**config.mk**
```make
export PLATFORM = sky130hd
export DESIGN_NAME = mecanum_drive_and_servo_stepper_flat
export DESIGN_NICKNAME = d
export VERILOG_FILES = /design/src/hw/rtl/mds_pkg.sv /design/src/hw/rtl/mds_if.sv /design/src/hw/rtl/mecanum_drive_and_servo_stepper.sv /design/src/hw/rtl/mds_mixer.sv /design/src/flat_wrapper.sv
export SDC_FILE = /design/constraint.sdc
export NUM_CORES = 1
export LEC_CHECK = 0
export ABC_AREA = 1
export BUFFER_PORTS_ARGS = -buffer_cell sky130_fd_sc_hd__buf_2
export CORE_MARGIN = 5
export CORE_UTILIZATION = 50
export DETAILED_ROUTE_END_ITERATION = 6
export PLACE_DENSITY_LB_ADDON = 0.05
export SYNTH_ARGS = -nofsm -noshare
export SYNTH_HDL_FRONTEND = slang
export SYNTH_HIERARCHICAL = 1
export SYNTH_SLANG_ARGS = --single-unit
export TNS_END_PERCENT = 10
```
**constraint.sdc**
```tcl
create_clock -name clock -period 21.2 [get_ports clock]
set_input_delay 4.24 -clock clock [delete_from_list [all_inputs] [get_ports clock]]
set_output_delay 4.24 -clock clock [all_outputs]
set_load 0.01 [all_outputs]
```
**src/hw/rtl/mds_pkg.sv**
```systemverilog
// Shared constants, register codes and servo step function for the mecanum drive block.
`default_nettype none

package mds_pkg;

   localparam int STICK_WIDTH_DEF = 8;
   localparam int BUTTON_WIDTH    = 4;
   localparam int SWITCH_WIDTH    = 4;
   localparam int GAIN_WIDTH      = 8;
   localparam int PWM_WIDTH       = 17;
   localparam int SERVO_WIDTH     = 12;
   localparam int NUM_WHEELS      = 4;
   localparam int NUM_SERVOS      = 4;
   localparam int CSR_IDX_WIDTH   = 2;

   localparam logic [PWM_WIDTH-1:0] PWM_MAX = '1;

   // register indexes on the csr port
   localparam logic [CSR_IDX_WIDTH-1:0] CSR_GAIN_SLOW = 2'd0;
   localparam logic [CSR_IDX_WIDTH-1:0] CSR_GAIN_FAST = 2'd1;

   localparam logic [GAIN_WIDTH-1:0] GAIN_SLOW_RESET = 8'd10;
   localparam logic [GAIN_WIDTH-1:0] GAIN_FAST_RESET = 8'd50;

   // switch that picks the fast gain
   localparam int SW_GAIN_SEL = 3;

   typedef logic [SERVO_WIDTH-1:0] servo_width_type;

   localparam servo_width_type SERVO_RESET [NUM_SERVOS] =
      '{12'd1000, 12'd1500, 12'd1800, 12'd2500};
   localparam servo_width_type SERVO_LOW   [NUM_SERVOS] =
      '{12'd500, 12'd500, 12'd500, 12'd1500};
   localparam servo_width_type SERVO_HIGH  [NUM_SERVOS] =
      '{12'd2500, 12'd1800, 12'd2500, 12'd2500};
   localparam servo_width_type SERVO_STEP  [NUM_SERVOS] =
      '{12'd25, 12'd50, 12'd40, 12'd50};

   // Limit is tested before the step, so a width may pass the limit once.
   function automatic servo_width_type servo_step(
      input servo_width_type w,
      input logic            down,
      input logic            up,
      input servo_width_type low,
      input servo_width_type high,
      input servo_width_type step
   );
      servo_width_type r;
      r = w;
      if (down && (w >= low)) begin
         r = w - step;
      end else if (up && (w <= high)) begin
         r = w + step;
      end
      return r;
   endfunction

endpackage

`default_nettype wire

```
**src/hw/rtl/mds_if.sv**
```systemverilog
// Valid/ready channel interfaces for the stick request and the drive response.
`default_nettype none

interface mds_req_if #(
   parameter int STICK_WIDTH = mds_pkg::STICK_WIDTH_DEF
);
   logic                                  valid;
   logic                                  ready;
   logic signed [STICK_WIDTH-1:0]         stick_forward;
   logic signed [STICK_WIDTH-1:0]         stick_sideways;
   logic signed [STICK_WIDTH-1:0]         stick_turn;
   logic [mds_pkg::BUTTON_WIDTH-1:0]      button_bits;
   logic [mds_pkg::SWITCH_WIDTH-1:0]      switch_bits;

   modport source (
      output valid, stick_forward, stick_sideways, stick_turn, button_bits, switch_bits,
      input  ready
   );
   modport sink (
      input  valid, stick_forward, stick_sideways, stick_turn, button_bits, switch_bits,
      output ready
   );
endinterface

interface mds_rsp_if;
   logic                               valid;
   logic                               ready;
   logic [mds_pkg::PWM_WIDTH-1:0]      motor1_fwd;
   logic [mds_pkg::PWM_WIDTH-1:0]      motor1_rev;
   logic [mds_pkg::PWM_WIDTH-1:0]      motor2_fwd;
   logic [mds_pkg::PWM_WIDTH-1:0]      motor2_rev;
   logic [mds_pkg::PWM_WIDTH-1:0]      motor3_fwd;
   logic [mds_pkg::PWM_WIDTH-1:0]      motor3_rev;
   logic [mds_pkg::PWM_WIDTH-1:0]      motor4_fwd;
   logic [mds_pkg::PWM_WIDTH-1:0]      motor4_rev;
   logic [mds_pkg::SERVO_WIDTH-1:0]    servo1_pulse;
   logic [mds_pkg::SERVO_WIDTH-1:0]    servo2_pulse;
   logic [mds_pkg::SERVO_WIDTH-1:0]    servo3_pulse;
   logic [mds_pkg::SERVO_WIDTH-1:0]    servo4_pulse;

   modport source (
      output valid, motor1_fwd, motor1_rev, motor2_fwd, motor2_rev,
             motor3_fwd, motor3_rev, motor4_fwd, motor4_rev,
             servo1_pulse, servo2_pulse, servo3_pulse, servo4_pulse,
      input  ready
   );
   modport sink (
      input  valid, motor1_fwd, motor1_rev, motor2_fwd, motor2_rev,
             motor3_fwd, motor3_rev, motor4_fwd, motor4_rev,
             servo1_pulse, servo2_pulse, servo3_pulse, servo4_pulse,
      output ready
   );
endinterface

`default_nettype wire

```
**src/hw/rtl/mecanum_drive_and_servo_stepper.sv**
```systemverilog
// Mecanum wheel mixer with four stepping servo pulse registers.
//
// req_chan carries one control tick (three signed sticks, button and switch
// bits); rsp_chan returns one transaction per tick with eight PWM compare
// values (forward/reverse per wheel, one of each pair is zero) and the four
// servo pulse widths after this tick's step.
// Pipeline: an accepted request is held in the input register, then goes
// through the mixer and servo update into the response register, from
// which it is offered on rsp_chan.
// Throughput: one tick per cycle while rsp_chan.ready stays high. The only
// loop is the servo width update, a single add/compare per servo.
// Stall: the response register holds while rsp_chan.ready is low; one more
// tick is held in the input register, after which req_chan.ready drops.
// Reset: both pipeline stages empty, gains back to 10 (slow) and 50 (fast),
// servo widths to 1000, 1500, 1800 and 2500.
// csr: index 0 writes the slow gain, index 1 the fast gain; others ignored.
// Gains are sampled as a tick passes the mixer, so write them while idle.
`default_nettype none

module mecanum_drive_and_servo_stepper #(
   parameter int STICK_WIDTH = mds_pkg::STICK_WIDTH_DEF
) (
   input  logic                                clock,
   input  logic                                reset,
   mds_req_if.sink                             req_chan,
   mds_rsp_if.source                           rsp_chan,
   input  logic                                csr_wr_en,
   input  logic [mds_pkg::CSR_IDX_WIDTH-1:0]   csr_index,
   input  logic [mds_pkg::GAIN_WIDTH-1:0]      csr_wdata
);
   import mds_pkg::*;

   logic [GAIN_WIDTH-1:0]           gain_slow_ff, gain_slow_in;
   logic [GAIN_WIDTH-1:0]           gain_fast_ff, gain_fast_in;

   logic                            s1_valid_ff, s1_valid_in;
   logic signed [STICK_WIDTH-1:0]   s1_fwd_ff;
   logic signed [STICK_WIDTH-1:0]   s1_side_ff;
   logic signed [STICK_WIDTH-1:0]   s1_turn_ff;
   logic [BUTTON_WIDTH-1:0]         s1_btn_ff;
   logic [SWITCH_WIDTH-1:0]         s1_sw_ff;

   logic                            rsp_valid_ff, rsp_valid_in;
   logic [NUM_WHEELS-1:0][PWM_WIDTH-1:0] rsp_fwd_ff;
   logic [NUM_WHEELS-1:0][PWM_WIDTH-1:0] rsp_rev_ff;
   servo_width_type                 rsp_servo_ff [NUM_SERVOS];

   servo_width_type                 servo_width_ff [NUM_SERVOS];
   servo_width_type                 servo_width_in [NUM_SERVOS];
   logic [NUM_SERVOS-1:0]           down_req;
   logic [NUM_SERVOS-1:0]           up_req;

   logic                            advance;
   logic                            req_take;
   logic [GAIN_WIDTH-1:0]           gain_sel;
   logic [NUM_WHEELS-1:0][PWM_WIDTH-1:0] mix_fwd;
   logic [NUM_WHEELS-1:0][PWM_WIDTH-1:0] mix_rev;

   // handshake: stage 1 moves forward whenever the response slot is free
   assign advance        = !rsp_valid_ff || rsp_chan.ready;
   assign req_chan.ready = !s1_valid_ff || advance;
   assign req_take       = req_chan.valid && req_chan.ready;
   assign s1_valid_in    = req_take || (s1_valid_ff && !advance);
   assign rsp_valid_in   = advance ? s1_valid_ff : rsp_valid_ff;

   // csr decode
   always_comb begin
      gain_slow_in = gain_slow_ff;
      gain_fast_in = gain_fast_ff;
      if (csr_wr_en) begin
         unique case (csr_index)
            CSR_GAIN_SLOW: gain_slow_in = csr_wdata;
            CSR_GAIN_FAST: gain_fast_in = csr_wdata;
            default: ;
         endcase
      end
   end

   assign gain_sel = s1_sw_ff[SW_GAIN_SEL] ? gain_fast_ff : gain_slow_ff;

   mds_mixer #(
      .STICK_WIDTH (STICK_WIDTH)
   ) u_mixer (
      .stick_forward  (s1_fwd_ff),
      .stick_sideways (s1_side_ff),
      .stick_turn     (s1_turn_ff),
      .gain           (gain_sel),
      .fwd            (mix_fwd),
      .rev            (mix_rev)
   );

   // servo 4 rises whenever its switch is off
   assign down_req = {s1_sw_ff[2], s1_sw_ff[0], s1_btn_ff[2], s1_btn_ff[0]};
   assign up_req   = {!s1_sw_ff[2], s1_sw_ff[1], s1_btn_ff[3], s1_btn_ff[1]};

   always_comb begin
      for (int k = 0; k < NUM_SERVOS; k++) begin
         servo_width_in[k] = servo_step(servo_width_ff[k], down_req[k], up_req[k],
                                        SERVO_LOW[k], SERVO_HIGH[k], SERVO_STEP[k]);
      end
   end

   always_ff @(posedge clock) begin
      if (reset) begin
         gain_slow_ff <= GAIN_SLOW_RESET;
         gain_fast_ff <= GAIN_FAST_RESET;
         s1_valid_ff  <= 1'b0;
         rsp_valid_ff <= 1'b0;
         for (int k = 0; k < NUM_SERVOS; k++) begin
            servo_width_ff[k] <= SERVO_RESET[k];
         end
      end else begin
         gain_slow_ff <= gain_slow_in;
         gain_fast_ff <= gain_fast_in;
         s1_valid_ff  <= s1_valid_in;
         rsp_valid_ff <= rsp_valid_in;
         if (advance && s1_valid_ff) begin
            for (int k = 0; k < NUM_SERVOS; k++) begin
               servo_width_ff[k] <= servo_width_in[k];
            end
         end
      end
   end

   always_ff @(posedge clock) begin
      if (req_take) begin
         s1_fwd_ff  <= req_chan.stick_forward;
         s1_side_ff <= req_chan.stick_sideways;
         s1_turn_ff <= req_chan.stick_turn;
         s1_btn_ff  <= req_chan.button_bits;
         s1_sw_ff   <= req_chan.switch_bits;
      end
      if (advance && s1_valid_ff) begin
         rsp_fwd_ff <= mix_fwd;
         rsp_rev_ff <= mix_rev;
         for (int k = 0; k < NUM_SERVOS; k++) begin
            rsp_servo_ff[k] <= servo_width_in[k];
         end
      end
   end

   assign rsp_chan.valid        = rsp_valid_ff;
   assign rsp_chan.motor1_fwd   = rsp_fwd_ff[0];
   assign rsp_chan.motor1_rev   = rsp_rev_ff[0];
   assign rsp_chan.motor2_fwd   = rsp_fwd_ff[1];
   assign rsp_chan.motor2_rev   = rsp_rev_ff[1];
   assign rsp_chan.motor3_fwd   = rsp_fwd_ff[2];
   assign rsp_chan.motor3_rev   = rsp_rev_ff[2];
   assign rsp_chan.motor4_fwd   = rsp_fwd_ff[3];
   assign rsp_chan.motor4_rev   = rsp_rev_ff[3];
   assign rsp_chan.servo1_pulse = rsp_servo_ff[0];
   assign rsp_chan.servo2_pulse = rsp_servo_ff[1];
   assign rsp_chan.servo3_pulse = rsp_servo_ff[2];
   assign rsp_chan.servo4_pulse = rsp_servo_ff[3];

`ifndef SYNTH
   // a tick stuck behind a stalled response stays in stage 1
   a_s1_hold: assert property (@(posedge clock) disable iff (reset)
      (s1_valid_ff && !advance) |=> s1_valid_ff)
      else $error("stage 1 transaction dropped during stall");

   // servo state only moves when a tick leaves stage 1
   a_servo_frozen: assert property (@(posedge clock) disable iff (reset)
      !(advance && s1_valid_ff) |=> (servo_width_ff[0] == $past(servo_width_ff[0]) &&
                                     servo_width_ff[1] == $past(servo_width_ff[1]) &&
                                     servo_width_ff[2] == $past(servo_width_ff[2]) &&
                                     servo_width_ff[3] == $past(servo_width_ff[3])))
      else $error("servo width changed without a transaction");

   // widths stay between 400 and 2600
   a_servo_range: assert property (@(posedge clock) disable iff (reset)
      servo_width_ff[0] >= 12'd400 && servo_width_ff[0] <= 12'd2600 &&
      servo_width_ff[1] >= 12'd400 && servo_width_ff[1] <= 12'd2600 &&
      servo_width_ff[2] >= 12'd400 && servo_width_ff[2] <= 12'd2600 &&
      servo_width_ff[3] >= 12'd400 && servo_width_ff[3] <= 12'd2600)
      else $error("servo width out of range");

   // response pulses of servos 1 and 4 match the servo state they came from
   a_rsp_servo: assert property (@(posedge clock) disable iff (reset)
      rsp_valid_ff |-> (rsp_servo_ff[0] == servo_width_ff[0] &&
                        rsp_servo_ff[3] == servo_width_ff[3]))
      else $error("response servo pulse out of step with state");

   // forward and reverse of a wheel are never both driven
   a_split: assert property (@(posedge clock) disable iff (reset)
      rsp_valid_ff |-> ((rsp_fwd_ff[0] == '0 || rsp_rev_ff[0] == '0) &&
                        (rsp_fwd_ff[1] == '0 || rsp_rev_ff[1] == '0) &&
                        (rsp_fwd_ff[2] == '0 || rsp_rev_ff[2] == '0) &&
                        (rsp_fwd_ff[3] == '0 || rsp_rev_ff[3] == '0)))
      else $error("both directions driven on one wheel");
`endif

endmodule

`default_nettype wire

```
**src/hw/rtl/mds_mixer.sv**
```systemverilog
// Mecanum mixing of three sticks into four wheel speeds, gain and fwd/rev split.
`default_nettype none

module mds_mixer #(
   parameter int STICK_WIDTH = mds_pkg::STICK_WIDTH_DEF
) (
   input  logic signed [STICK_WIDTH-1:0]                            stick_forward,
   input  logic signed [STICK_WIDTH-1:0]                            stick_sideways,
   input  logic signed [STICK_WIDTH-1:0]                            stick_turn,
   input  logic [mds_pkg::GAIN_WIDTH-1:0]                           gain,
   output logic [mds_pkg::NUM_WHEELS-1:0][mds_pkg::PWM_WIDTH-1:0]   fwd,
   output logic [mds_pkg::NUM_WHEELS-1:0][mds_pkg::PWM_WIDTH-1:0]   rev
);
   import mds_pkg::*;

   localparam int SumWidth  = STICK_WIDTH + 2;
   localparam int MagWidth  = STICK_WIDTH + 1;
   localparam int ProdWidth = MagWidth + GAIN_WIDTH;

   logic signed [SumWidth-1:0]  f_ext;
   logic signed [SumWidth-1:0]  s_ext;
   logic signed [SumWidth-1:0]  t_ext;
   logic signed [SumWidth-1:0]  speed [NUM_WHEELS];
   logic signed [SumWidth-1:0]  neg   [NUM_WHEELS];
   logic                        pos   [NUM_WHEELS];
   logic [MagWidth-1:0]         mag   [NUM_WHEELS];
   logic [ProdWidth-1:0]        prod  [NUM_WHEELS];
   logic [PWM_WIDTH-1:0]        sat   [NUM_WHEELS];

   assign f_ext = SumWidth'(stick_forward);
   assign s_ext = SumWidth'(stick_sideways);
   assign t_ext = SumWidth'(stick_turn);

   assign speed[0] =  f_ext + s_ext + t_ext;
   assign speed[1] =  f_ext - s_ext + t_ext;
   assign speed[2] = -f_ext + s_ext + t_ext;
   assign speed[3] = -f_ext - s_ext + t_ext;

   always_comb begin
      for (int k = 0; k < NUM_WHEELS; k++) begin
         pos[k]  = !speed[k][SumWidth-1] && (speed[k] != '0);
         neg[k]  = -speed[k];
         // |speed| <= 3 * 2^(STICK_WIDTH-1), fits in MagWidth bits
         mag[k]  = pos[k] ? speed[k][MagWidth-1:0] : neg[k][MagWidth-1:0];
         prod[k] = ProdWidth'(mag[k]) * ProdWidth'(gain);
         sat[k]  = (prod[k] > ProdWidth'(PWM_MAX)) ? PWM_MAX : prod[k][PWM_WIDTH-1:0];
         fwd[k]  = pos[k] ? sat[k] : '0;
         rev[k]  = pos[k] ? '0 : sat[k];
      end
   end

endmodule

`default_nettype wire

```
**src/flat_wrapper.sv**
```systemverilog
// flat-port wrapper written by rule: the top's interface ports become plain ports
module mecanum_drive_and_servo_stepper_flat import mds_pkg::*;
#(
   parameter int STICK_WIDTH = mds_pkg::STICK_WIDTH_DEF
)
  (clock, reset, csr_wr_en, csr_index, csr_wdata, req_chan_valid, req_chan_stick_forward, req_chan_stick_sideways, req_chan_stick_turn, req_chan_button_bits, req_chan_switch_bits, req_chan_ready, rsp_chan_valid, rsp_chan_motor1_fwd, rsp_chan_motor1_rev, rsp_chan_motor2_fwd, rsp_chan_motor2_rev, rsp_chan_motor3_fwd, rsp_chan_motor3_rev, rsp_chan_motor4_fwd, rsp_chan_motor4_rev, rsp_chan_servo1_pulse, rsp_chan_servo2_pulse, rsp_chan_servo3_pulse, rsp_chan_servo4_pulse, rsp_chan_ready);
  mds_req_if #(.STICK_WIDTH(STICK_WIDTH)) req_chan_i ();
  mds_rsp_if rsp_chan_i ();
  input  logic clock;
  input  logic reset;
  input  logic csr_wr_en;
  input  logic [mds_pkg::CSR_IDX_WIDTH-1:0] csr_index;
  input  logic [mds_pkg::GAIN_WIDTH-1:0] csr_wdata;
  input wire logic [$bits(req_chan_i.valid)-1:0] req_chan_valid;
  input wire logic [$bits(req_chan_i.stick_forward)-1:0] req_chan_stick_forward;
  input wire logic [$bits(req_chan_i.stick_sideways)-1:0] req_chan_stick_sideways;
  input wire logic [$bits(req_chan_i.stick_turn)-1:0] req_chan_stick_turn;
  input wire logic [$bits(req_chan_i.button_bits)-1:0] req_chan_button_bits;
  input wire logic [$bits(req_chan_i.switch_bits)-1:0] req_chan_switch_bits;
  output wire logic [$bits(req_chan_i.ready)-1:0] req_chan_ready;
  output wire logic [$bits(rsp_chan_i.valid)-1:0] rsp_chan_valid;
  output wire logic [$bits(rsp_chan_i.motor1_fwd)-1:0] rsp_chan_motor1_fwd;
  output wire logic [$bits(rsp_chan_i.motor1_rev)-1:0] rsp_chan_motor1_rev;
  output wire logic [$bits(rsp_chan_i.motor2_fwd)-1:0] rsp_chan_motor2_fwd;
  output wire logic [$bits(rsp_chan_i.motor2_rev)-1:0] rsp_chan_motor2_rev;
  output wire logic [$bits(rsp_chan_i.motor3_fwd)-1:0] rsp_chan_motor3_fwd;
  output wire logic [$bits(rsp_chan_i.motor3_rev)-1:0] rsp_chan_motor3_rev;
  output wire logic [$bits(rsp_chan_i.motor4_fwd)-1:0] rsp_chan_motor4_fwd;
  output wire logic [$bits(rsp_chan_i.motor4_rev)-1:0] rsp_chan_motor4_rev;
  output wire logic [$bits(rsp_chan_i.servo1_pulse)-1:0] rsp_chan_servo1_pulse;
  output wire logic [$bits(rsp_chan_i.servo2_pulse)-1:0] rsp_chan_servo2_pulse;
  output wire logic [$bits(rsp_chan_i.servo3_pulse)-1:0] rsp_chan_servo3_pulse;
  output wire logic [$bits(rsp_chan_i.servo4_pulse)-1:0] rsp_chan_servo4_pulse;
  input wire logic [$bits(rsp_chan_i.ready)-1:0] rsp_chan_ready;
  assign req_chan_i.valid = req_chan_valid;
  assign req_chan_i.stick_forward = req_chan_stick_forward;
  assign req_chan_i.stick_sideways = req_chan_stick_sideways;
  assign req_chan_i.stick_turn = req_chan_stick_turn;
  assign req_chan_i.button_bits = req_chan_button_bits;
  assign req_chan_i.switch_bits = req_chan_switch_bits;
  assign req_chan_ready = req_chan_i.ready;
  assign rsp_chan_valid = rsp_chan_i.valid;
  assign rsp_chan_motor1_fwd = rsp_chan_i.motor1_fwd;
  assign rsp_chan_motor1_rev = rsp_chan_i.motor1_rev;
  assign rsp_chan_motor2_fwd = rsp_chan_i.motor2_fwd;
  assign rsp_chan_motor2_rev = rsp_chan_i.motor2_rev;
  assign rsp_chan_motor3_fwd = rsp_chan_i.motor3_fwd;
  assign rsp_chan_motor3_rev = rsp_chan_i.motor3_rev;
  assign rsp_chan_motor4_fwd = rsp_chan_i.motor4_fwd;
  assign rsp_chan_motor4_rev = rsp_chan_i.motor4_rev;
  assign rsp_chan_servo1_pulse = rsp_chan_i.servo1_pulse;
  assign rsp_chan_servo2_pulse = rsp_chan_i.servo2_pulse;
  assign rsp_chan_servo3_pulse = rsp_chan_i.servo3_pulse;
  assign rsp_chan_servo4_pulse = rsp_chan_i.servo4_pulse;
  assign rsp_chan_i.ready = rsp_chan_ready;
  mecanum_drive_and_servo_stepper #(.STICK_WIDTH(STICK_WIDTH)) u_core (.clock(clock), .reset(reset), .req_chan(req_chan_i), .rsp_chan(rsp_chan_i), .csr_wr_en(csr_wr_en), .csr_index(csr_index), .csr_wdata(csr_wdata));
endmodule
```
After elaboration in Yosys (flattened, before gate mapping)
Memories as Yosys holds them, arrays and structs flattened. Index checks and enable logic that the tools add are counted.

Word-level logic and storage cells: 121. Bits in registers: 186. Output and inout port bits: 186. Memories kept: 2. Memory bits (writable): 96.

Reduce and logical (&&, ||, !) cells: 33. Muxes and demuxes: 27. Add/subtract/negate cells: 21. Order comparisons: 12. Equal/unequal tests: 1. $mul: 4. Bitwise logic cells: 4.

Memory list: u_core.rsp_servo_ff (words 4, bits a word 12, rd ports 4, clocked after Yosys merged registers in 0, wr ports 4, line mecanum_drive_and_servo_stepper.sv:46) `servo_width_type rsp_servo_ff [NUM_SERVOS];`; u_core.servo_width_ff (words 4, bits a word 12, rd ports 4, clocked after Yosys merged registers in 0, wr ports 4, line mecanum_drive_and_servo_stepper.sv:48) `servo_width_type servo_width_ff [NUM_SERVOS];`.

Operators with widths (number): 12-bit 2-to-1 mux (12); 17-bit > comparator, second input constant (4); 9-bit by 8-bit multiplier with 17-bit output (4); 17-bit 2-to-1 mux (4); 10-bit nonzero test (4); 12-bit by 6-bit adder with 12-bit output, second input constant (3); 12-bit by 9-bit greater-or-equal comparator with 1-bit output, second input constant (3); 12-bit less-or-equal comparator, second input constant (3); 9-bit 2-to-1 mux (4); 9-bit negation (4); 12-bit by 6-bit subtractor with 12-bit output, second input constant (3); 10-bit by 8-bit adder with 10-bit output (3); 9-bit by 8-bit adder with 10-bit output (2); 1-bit logical AND (15); 12-bit by 5-bit adder with 12-bit output, second input constant (1); 12-bit by 11-bit greater-or-equal comparator with 1-bit output, second input constant (1); 12-bit by 11-bit less-or-equal comparator with 1-bit output, second input constant (1); 12-bit by 5-bit subtractor with 12-bit output, second input constant (1); 8-bit negation with 10-bit output (1); 10-bit by 8-bit subtractor with 10-bit output (1); 8-bit by 8-bit adder with 9-bit output (1); 8-bit by 8-bit subtractor with 9-bit output (1); 1-bit zero test (8); 8-bit 2-to-1 mux (1); 6 further kinds (17).

Longest topological paths before layout
Gate-level depths: netlist (run 1).

Depth after elaboration: 9. Gate-level depth with buffers: 38. Depth with buffers taken out: 37.

Modules after synthesis
The synthesis (run 1) kept the hierarchy.

Modules (own cells, without submodules): mds_mixer (instances 1, seq. area each 0.0 um^2, area each 13729.4 um^2, cells each 2003); mecanum_drive_and_servo_stepper (instances 1, seq. area each 7987.7 um^2, area each 11439.7 um^2, cells each 979).

Least setup slack after synthesis (run 1)
OpenSTA, ideal clock, no wires.

Kind: in2out. From: in rsp_chan_ready. To: out req_chan_ready. Data required time: 16.960 ns. Path slack: 12.536 ns. Data arrival time: 4.424 ns. Cell stages on the path: 2. Path through: inv_1 nand3_1.

Cells in the longest elaborated chain, start to end: 2.

Ends and longest elaborated chain: from (decl) (line flat_wrapper.sv:34) `input wire logic [$bits(rsp_chan_i.ready)-1:0] rsp_chan_ready;`; 1-bit logical OR (line mecanum_drive_and_servo_stepper.sv:60) `assign advance = !rsp_valid_ff || rsp_chan.ready;`; 1-bit logical OR (line mecanum_drive_and_servo_stepper.sv:61) `assign req_chan.ready = !s1_valid_ff || advance;`; to (decl) (line flat_wrapper.sv:20) `output wire logic [$bits(req_chan_i.ready)-1:0] req_chan_ready;`.

No other way between the ends.

Final worst setup path (run 1)
Ends and elaborated chain as after synthesis.

==> impl_metrics.ini, run 1 <==
[status]
outcome = finished, final reports clean

[yosys]
syn_inst = 2982
yosysTopAreaCellShare = 0.303
synth-seq-cells = 272
synthArstFlopShare = 0
synth_area_per_cell_um2 = 8.44
ys_warn_count = 6
synth.yosys.seq_area_share = 0.317
yosysUniqueCellTypes = 48
ys.flop_type = edfxtp_1
synth_edf_count = 254
syn-cell-area_um2 = 25200
synthTopCellsByCount = 580 x nand2_1, 554 x inv_1, 371 x nor2_1
yosysTopAreaCell = edfxtp_1
yosysMostFrequentCell = nand2_1
yosys-top-cells-area = edfxtp_1 30%, fa_1 16%, ha_1 10%, nand2_1 8.6%, inv_1 8.3%

[routing]
totalWireLength_um = 59300
drt_first_pass_iters = 5
first_iter_violations = 1113
dr_total_vias = 19700
drt-wirelength-per-cell_um = 15.2
drc_errors = 0
antenna_left = 0
routed_via_density = 5.05

[worst_setup_path]
cp_common_cell = buf_2
r2r-end = u_core/rsp_chan.motor3_fwd[12]
startpoint = rsp_chan_ready
critPathMaxFanout = 3
cp_slowest_stage_delay_ns = 0.17
worstPathArrival_ns = 4.68
slowest_stage = buf_2
cp-end-kind = output pin
required_ns = 16.96
crit_type = input pin to output pin
timing.rr.start = u_core/s1_fwd_ff[0]
worst_setup_path_start_kind = input pin
regToRegSetupSlack_ns = 13.26
critical_path.cell_chain = buf_2 -> inv_1 -> nand3_1 -> buf_2
rr_worst_depth = 31

[timing]
maxSlewHeadroom = 0.339
grt_setup_unrepaired = false
fin_setup_tns_ns = 0
fin_skew_ns = 0.0150
max_freq_mhz = 112
period_needed_ns = 8.92
period_share = 0.421
whs_ns = 0.454
tightestPinTransition_ns = 0.992
setup_viol_count_final = 0
fin_ws_ns = 12.28
hold_viol = 0
drv_slew = 0

[clocking]
clockBufferDepth = 3
cts_made_buffers = 29
post_cts_buffers = 0
clk_latency_ns = 0.59
holdBufCountCts = 0
clkSinkCount = 272
clkSlewWorstSetupHoldPaths_ns = 0.06
cts_max_level = 1
cts.repair.resized = 0
root_buffer = clkbuf_16
cts_tree = yes

[hold_path]
min-delay-start = u_core/gain_slow_ff[2]
min_to = u_core/gain_slow_ff[2]
hp-class = register to register
hold_depth = 2

[place]
dp_hpwl_um = 46500
io_buffers = 227
dpl_worst_slack_ns = 12.28
placed_cell_area_um2 = 26900
globalplace.congestion = 0.923

[grt]
antenna_found_initial = 3
grt_pass1_wl_um = 98300
grt_overflow_total = 0
grt_pass1_vias = 20000
grt_max_degree = 73
grt_usage = 0.217

[layout]
fill_cells = 4671
stdcell_area_um2 = 27900
drive_above_1_share = 0.115
layout.nets = 3644
area_growth_pct = 10.7
postLayoutCoreUtil = 0.558

[floorplan]
die_x_um = 234
core_um2 = 50000
die_h_um = 234
initial_core_util = 0.504
rows = 82
ios = 233
die-area_um2 = 54900

[power]
sw_frac_of_total = 0.492
pwr-share-clk = 0.111
intPower_w = 0.00235
pwr-share-comb = 0.700
p_seq_frac = 0.189
p_sw_w = 0.00228
peakVddDrop_mv = 0.210
p_leak_nw = 14.0
p_per_area_nw_per_um2 = 166

[flow_run]
maxCapViolCount = 0
[sequential cells by signal, indices dropped and copies added, names as in the netlist, 17 cells and up]
register	count
u_core/rsp_chan.motor3_rev	17
u_core/rsp_chan.motor1_fwd	17
u_core/servo_width_ff	43
u_core/rsp_chan.motor2_fwd	17
u_core/rsp_chan.motor4_fwd	17
u_core/rsp_chan.motor2_rev	17
u_core/rsp_chan.motor1_rev	17
u_core/rsp_chan.motor4_rev	17
u_core/rsp_servo_ff	43
u_core/rsp_chan.motor3_fwd	17
[through the flow]
stage,cells,total power (W)
after floorplan,2986,0.00344
after global placement,3834,0.00409
after detailed placement,3834,0.00415
after CTS,3888,0.00469
after global routing,3889,0.00522
final,3889,0.00463
[kinds of logic after synthesis]
group / Yosys count / share of synthesized area
flip-flops: 272 / 0.317
AND/OR/NAND/NOR: 1320 / 0.229
XOR/XNOR: 121 / 0.0427
adder cells (fa/ha/maj): 404 / 0.260
buffers and inverters: 638 / 0.101
other: 1 / 0.000149
AO/OA/AOI/OAI: 226 / 0.0506
[per-layer routing]
metal  global-route usage  wire [µm]
met1                0.289      26400
met2                0.380      28900
met3               0.0293       2760
met4               0.0487       1160
met5                    0         22
[cell usage in the layout, fill, tap and decap left out, types with 13 or more instances in the layout]
master / synthesis / routed
xnor2_1: 35 / 35
buf_4: 13 / 16
edfxtp_1: 254 / 254
ha_1: 207 / 207
a21oi_1: 110 / 110
nand4_1: 34 / 34
clkinv_1: 3 / 13
nand2_4: 16 / 16
nor2_1: 371 / 371
nand2_2: 18 / 19
clkbuf_16: 0 / 29
a21o_1: 13 / 13
buf_2: 12 / 227
dfxtp_1: 18 / 18
nand3_1: 238 / 238
inv_2: 14 / 14
fa_1: 197 / 197
nand2_1: 580 / 579
nor3_1: 15 / 15
o21ai_0: 65 / 60
inv_1: 554 / 553
xor2_1: 84 / 84
[power by group through the flow]
stage	clock network [W]	logic, W	registers [W]
finish	0.000515	0.00324	0.000876
global route	0.000557	0.00378	0.000886
global placement	0	0.00320	0.000887
detailed placement	0	0.00326	0.000889
CTS	0.000532	0.00328	0.000878
floorplan	0	0.00250	0.000936
[layout make-up]
type | count | area, µm² | area share
flip-flops and latches | 272 | 7990 | 0.287
clock inverters | 22 | 220 | 0.00790
inverters | 571 | 2150 | 0.0771
well taps | 672 | 841 | 0.0302
diodes | 1 | 2.50 | 0.0000898
repair buffers | 243 | 1260 | 0.0451
multi-input cells | 2076 | 14700 | 0.526
clock buffers | 32 | 737 | 0.0265
[worst max-delay path: cells and delay by family]
family	cells	cell delay, ns
buf+inv	3	0.33
simple gates	1	0.11
[worst max-delay path by stage]
stage | end | slack, ns
after floorplan | req_chan_ready | 12.54
after global placement | req_chan_ready | 12.31
after detailed placement | req_chan_ready | 12.28
after CTS | req_chan_ready | 12.28
after global routing | req_chan_ready | 12.24
final | req_chan_ready | 12.28
(Power assumes the default switching activity.)
==> run 2: changes to the inputs <==
Clock period 21.2 ns to 7.7 ns, I/O delays scaled along.
==> run 2 against run 1 <==
Against the previous run: utilization grew 0.37 points; sequential power grew to 2.8 times the previous value; hold slack lost 0.0072 ns; global-route usage grew 0.53 points; count of clock-buffer cells in the layout grew 2; wire length grew 2.2%; power grew to 2.8 times the previous value; die area is the same; register-to-register slack lost 13 ns; sequential cell count is the same; non-clock buffer count grew 10; largest power group unchanged.
==> impl_metrics.ini, run 2 (same netlist as run 1, synthesis figures left out) <==
[grt]
grt_max_degree = 68
grt_usage = 0.222
antenna_found_initial = 5
grt_overflow_total = 0
grt_pass1_vias = 19900
grt_pass1_wl_um = 99500

[timing]
drv_slew = 0
grt_setup_unrepaired = true
fin_ws_ns = 0.460
setup_viol_count_final = 0
period_share = 0.940
maxSlewHeadroom = 0.410
max_freq_mhz = 138
tightestPinTransition_ns = 0.884
period_needed_ns = 7.24
fin_skew_ns = 0.0114
hold_viol = 0

[worst_setup_path]
cp_common_cell = inv_1
cp_slowest_stage_delay_ns = 0.54
critPathMaxFanout = 8
crit_type = register to register
worstPathArrival_ns = 7.56
cp-end-kind = register
required_ns = 8.02
slowest_stage = fa_1
worst_setup_path_start_kind = register

[place]
dp_hpwl_um = 47900
io_buffers = 227
placed_cell_area_um2 = 27000
globalplace.congestion = 0.917
dpl_worst_slack_ns = 0.229

[clocking]
clkSlewWorstSetupHoldPaths_ns = 0.06
clkSinkCount = 272
root_buffer = clkbuf_16
clockBufferDepth = 3
cts_made_buffers = 31
holdBufCountCts = 0
cts_max_level = 1
clk_latency_ns = 0.58
cts_tree = yes

[status]
outcome = finished, final reports clean

[layout]
layout.nets = 3656
stdcell_area_um2 = 28000
final_cell_mix = 572 x nand2_1, 553 x inv_1, 371 x nor2_1, 254 x edfxtp_1, 237 x nand3_1
area_growth_pct = 11.4
mostFrequentLayoutCell = nand2_1
postLayoutCoreUtil = 0.561
top_regs = u_core/rsp_servo_ff (43), u_core/servo_width_ff (43)
fill_cells = 4739
drive_above_1_share = 0.123

[routing]
totalWireLength_um = 60600
routed_via_density = 5.06
antenna_left = 0
drt-wirelength-per-cell_um = 15.5
drc_errors = 0
first_iter_violations = 1173
drt_first_pass_iters = 5
dr_total_vias = 19800

[power]
p_leak_nw = 14.1
p_sw_w = 0.00628
p_seq_frac = 0.188
pwr-share-clk = 0.113
sw_frac_of_total = 0.489
intPower_w = 0.00656
pwr-share-comb = 0.699
p_per_area_nw_per_um2 = 458
peakVddDrop_mv = 0.522

[floorplan]
rows = 82
die-area_um2 = 54900
die_x_um = 234
initial_core_util = 0.504
die_h_um = 234
core_um2 = 50000
ios = 233

[flow_run]
maxCapViolCount = 0

[hold_path]
hp-class = register to register
run 2: cell count changes in the layout (fill, tap and decap cells not counted), sizes merged:
| cell | before | now |
|---|---|---|
| clkinv | 17 | 18 |
| diode | 1 | 3 |
| buf | 243 | 253 |
| clkbuf | 32 | 34 |
| inv | 569 | 570 |
| clkinvlp | 3 | 1 |
run 2: path summary, 6_finish.rpt:
| kind | cells past startpoint | slack (ns) | to | from |
|---|---|---|---|---|
| max | 32 | 0.46 | u_core/rsp_chan.motor3_rev[13] | u_core/s1_fwd_ff[1] |
| min | 2 | 0.45 | u_core/gain_slow_ff[4] | u_core/gain_slow_ff[4] |
| max reg2reg | 32 | 0.46 | u_core/rsp_chan.motor3_rev[13] | u_core/s1_fwd_ff[1] |
| min reg2reg | 2 | 0.45 | u_core/gain_slow_ff[4] | u_core/gain_slow_ff[4] |
run 2: cell type report:
class / instances / area [µm²] / share of cell area
clock inverters: 22 / 220 / 0.00785
clock buffers: 34 / 787 / 0.0281
well taps: 672 / 841 / 0.0300
multi-input cells: 2076 / 14700 / 0.525
flip-flops and latches: 272 / 7990 / 0.285
diodes: 3 / 7.51 / 0.000268
repair buffers: 253 / 1330 / 0.0475
inverters: 571 / 2150 / 0.0766
run 2: power by group through the flow:
stage	sequential, W	combinational (W)	clock, W
floorplan	0.00258	0.00689	0
global placement	0.00244	0.00887	0
detailed placement	0.00245	0.00898	0
CTS	0.00242	0.00906	0.00150
global route	0.00244	0.0105	0.00157
finish	0.00241	0.00898	0.00146
run 2: repair_timing:
action / in CTS / in global routing
setup endpoints to repair: 0 / 44
gates resized for setup: 0 / 18
buffers inserted: 0 / 1
run 2: per-stage QoR:
step | power [W] | hold slack (ns) | TNS [ns] | instances
CTS | 0.0130 | 0.450 | 0 | 3899
finish | 0.0128 | 0.447 | 0 | 3903
global route | 0.0145 | 0.483 | -0.246 | 3902
floorplan | 0.00947 | 0.424 | 0 | 2986
global placement | 0.0113 | 0.441 | 0 | 3843
detailed placement | 0.0114 | 0.441 | 0 | 3843
run 2: per-layer routing:
layer | vias to the layer above | part of all wire | global-route usage
met5 | - | 0.00068 | 0
met4 | 6 | 0.019 | 0.0425
met3 | 89 | 0.051 | 0.0338
met2 | 420 | 0.49 | 0.388
met1 | 9365 | 0.44 | 0.297
li1 | 9882 | - | -
run 2: critical path, delay by kind of cell, from the launching register on:
family / cells / cell delay, ns
AOI/OAI and AO/OA: 3 / 0.45
adders and majority gates: 9 / 3.68
DFF: 1 / 0.46
and+or+nand+nor: 11 / 1.27
buffers and inverters: 7 / 0.51
xor gates and xnor gates: 2 / 0.59
==> run 3: changes to the inputs <==
Settings changed: BUFFER_PORTS_ARGS -buffer_cell sky130_fd_sc_hd__buf_2 to not set, DONT_BUFFER_PORTS set to 1.
==> run 3 against run 2 <==
Against the previous run: via count is 3.8% lower; sequential cell count stayed put; largest power group unchanged; sequential power is 8% higher; largest cell class unchanged; sequential share of layout area is 1.2 points higher; critical path type unchanged; critical path depth is 1 lower.
==> impl_metrics.ini, run 3 (same netlist as run 1, synthesis figures left out) <==
[floorplan]
die_h_um = 234
initial_core_util = 0.504
die_x_um = 234
die-area_um2 = 54900
rows = 82
ios = 233
core_um2 = 50000

[place]
placed_cell_area_um2 = 25800
dp_hpwl_um = 47100
globalplace.congestion = 0.902
io_buffers = 0

[clocking]
clkSinkCount = 272
root_buffer = clkbuf_16
clkSlewWorstSetupHoldPaths_ns = 0.07
cts_max_level = 1
holdBufCountCts = 0
clockBufferDepth = 3
cts_made_buffers = 31
cts_tree = yes
clk_latency_ns = 0.61

[worst_setup_path]
startpoint = u_core/s1_fwd_ff[0]
required_ns = 8.04
critPathTopFamily = adder cells
crit_end = u_core/rsp_chan.motor3_rev[13]
crit_type = register to register
critPathMaxFanout = 8
path_buf_inv = 6
slowest_stage = fa_1
cp_slowest_stage_delay_ns = 0.57
regToRegSetupSlack_ns = 0.42
cp-end-kind = register
path_depth = 31
worst_setup_path_start_kind = register
r2r-end = u_core/rsp_chan.motor3_rev[13]
worstPathArrival_ns = 7.63
timing.rr.start = u_core/s1_fwd_ff[0]
rr_worst_depth = 31

[power]
peakVddDrop_mv = 0.545
pwr-share-comb = 0.682
sw_frac_of_total = 0.498
p_sw_w = 0.00631
intPower_w = 0.00637
p_per_area_nw_per_um2 = 471
p_seq_frac = 0.205
pwr-share-clk = 0.113
p_leak_nw = 13.2

[routing]
drt_first_pass_iters = 7
drt-wirelength-per-cell_um = 16.5
drc_errors = 0
routed_via_density = 5.17
first_iter_violations = 1076
totalWireLength_um = 60700
dr_total_vias = 19000
antenna_left = 0

[grt]
grt_pass1_wl_um = 97600
grt_overflow_total = 0
grt_max_degree = 115
grt_usage = 0.220
grt_pass1_vias = 18700
antenna_found_initial = 9

[layout]
area_growth_pct = 6.90
multi_input_area_um2 = 14700
top_regs = u_core/rsp_servo_ff (43), u_core/servo_width_ff (43)
stdcell_area_um2 = 26900
fill_cells = 4714
drive_above_1_share = 0.0580
layout.nets = 3430
final_cell_mix = 572 x nand2_1, 552 x inv_1, 371 x nor2_1, 254 x edfxtp_1, 237 x nand3_1
regArea_um2 = 7990
mostFrequentLayoutCell = nand2_1

[timing]
tightestPinTransition_ns = 1.06
fin_skew_ns = 0.0124
drv_slew = 0
period_needed_ns = 7.28
hold_viol = 0
period_share = 0.946
grt_setup_unrepaired = true
maxSlewHeadroom = 0.290
max_freq_mhz = 137
fin_setup_tns_ns = 0
setup_viol_count_final = 0

[status]
outcome = finished, final reports clean

[flow_run]
maxCapViolCount = 0

[hold_path]
hp-class = register to register
==> run 3: cell count changes in the layout (fill, tap and decap cells not counted), moves of 2 or more <==
cell | previous run | this run
buf_2 | 227 | 0
clkinv_1 | 12 | 8
clkbuf_1 | 3 | 6
bufinv_16 | 4 | 2
o21ai_0 | 60 | 58
o21ai_1 | 8 | 10
==> run 3: metal layers <==
metal | track usage | part of all wire | vias up | routed length, µm
li1 | - | - | 9413 | -
met1 | 0.296 | 0.44 | 9015 | 26800
met2 | 0.375 | 0.48 | 482 | 29400
met3 | 0.0338 | 0.051 | 88 | 3080
met4 | 0.0571 | 0.023 | 8 | 1370
met5 | 0 | 0.00079 | - | 48
==> run 3: worst min-delay path by stage <==
stage | start | endpoint | slack [ns] | depth (start not counted)
2_1_floorplan | u_core/gain_slow_ff[0] | u_core/gain_slow_ff[0] | 0.42 | 2
3_3_place_gp | u_core/gain_slow_ff[0] | u_core/gain_slow_ff[0] | 0.44 | 2
3_5_place_dp | u_core/gain_fast_ff[5] | u_core/gain_fast_ff[5] | 0.44 | 2
4_1_cts | u_core/gain_slow_ff[0] | u_core/gain_slow_ff[0] | 0.45 | 2
5_1_grt | u_core/gain_fast_ff[4] | u_core/gain_fast_ff[4] | 0.48 | 2
6_report | u_core/gain_slow_ff[0] | u_core/gain_slow_ff[0] | 0.45 | 2
==> run 3: worst min-delay path, cell delays in order (launching register included) <==
cell     delay [ns]
dfxtp_1        0.29
inv_1          0.05
a21oi_1        0.05
==> run 3: timing repair <==
action	in CTS	in global routing
gates resized for setup	0	21
setup endpoints to repair	0	47
buffers inserted	0	2
==> run 3: cell type report <==
type,count,area share
multi-input combinational,2076,0.547
sequential,272,0.297
inverter,571,0.0798
tap,672,0.0312
clock buffer,37,0.0297
timing repair buffer,27,0.00800
clock inverter,19,0.00665
antenna,4,0.000372
==> run 3: power groups by stage <==
stage          registers, W  clock network, W  logic, W
2_1_floorplan       0.00258                 0   0.00689
3_5_place_dp        0.00264                 0   0.00860
4_1_cts             0.00262           0.00148   0.00867
6_report            0.00260           0.00143   0.00864
5_1_grt             0.00263           0.00154    0.0100
3_3_place_gp        0.00264                 0   0.00848
==> run 3: through the flow <==
stage                util  std cells  power, W  hold WS [ns]  worst slack (ns)
detailed placement  0.517       3616    0.0112         0.442             0.113
CTS                 0.537       3672    0.0128         0.453            0.0718
global route        0.538       3678    0.0142         0.484           -0.0418
floorplan               -       2986   0.00947         0.424             0.732
finish              0.538       3678    0.0127         0.451             0.415
global placement    0.517       3616    0.0111         0.438             0.173
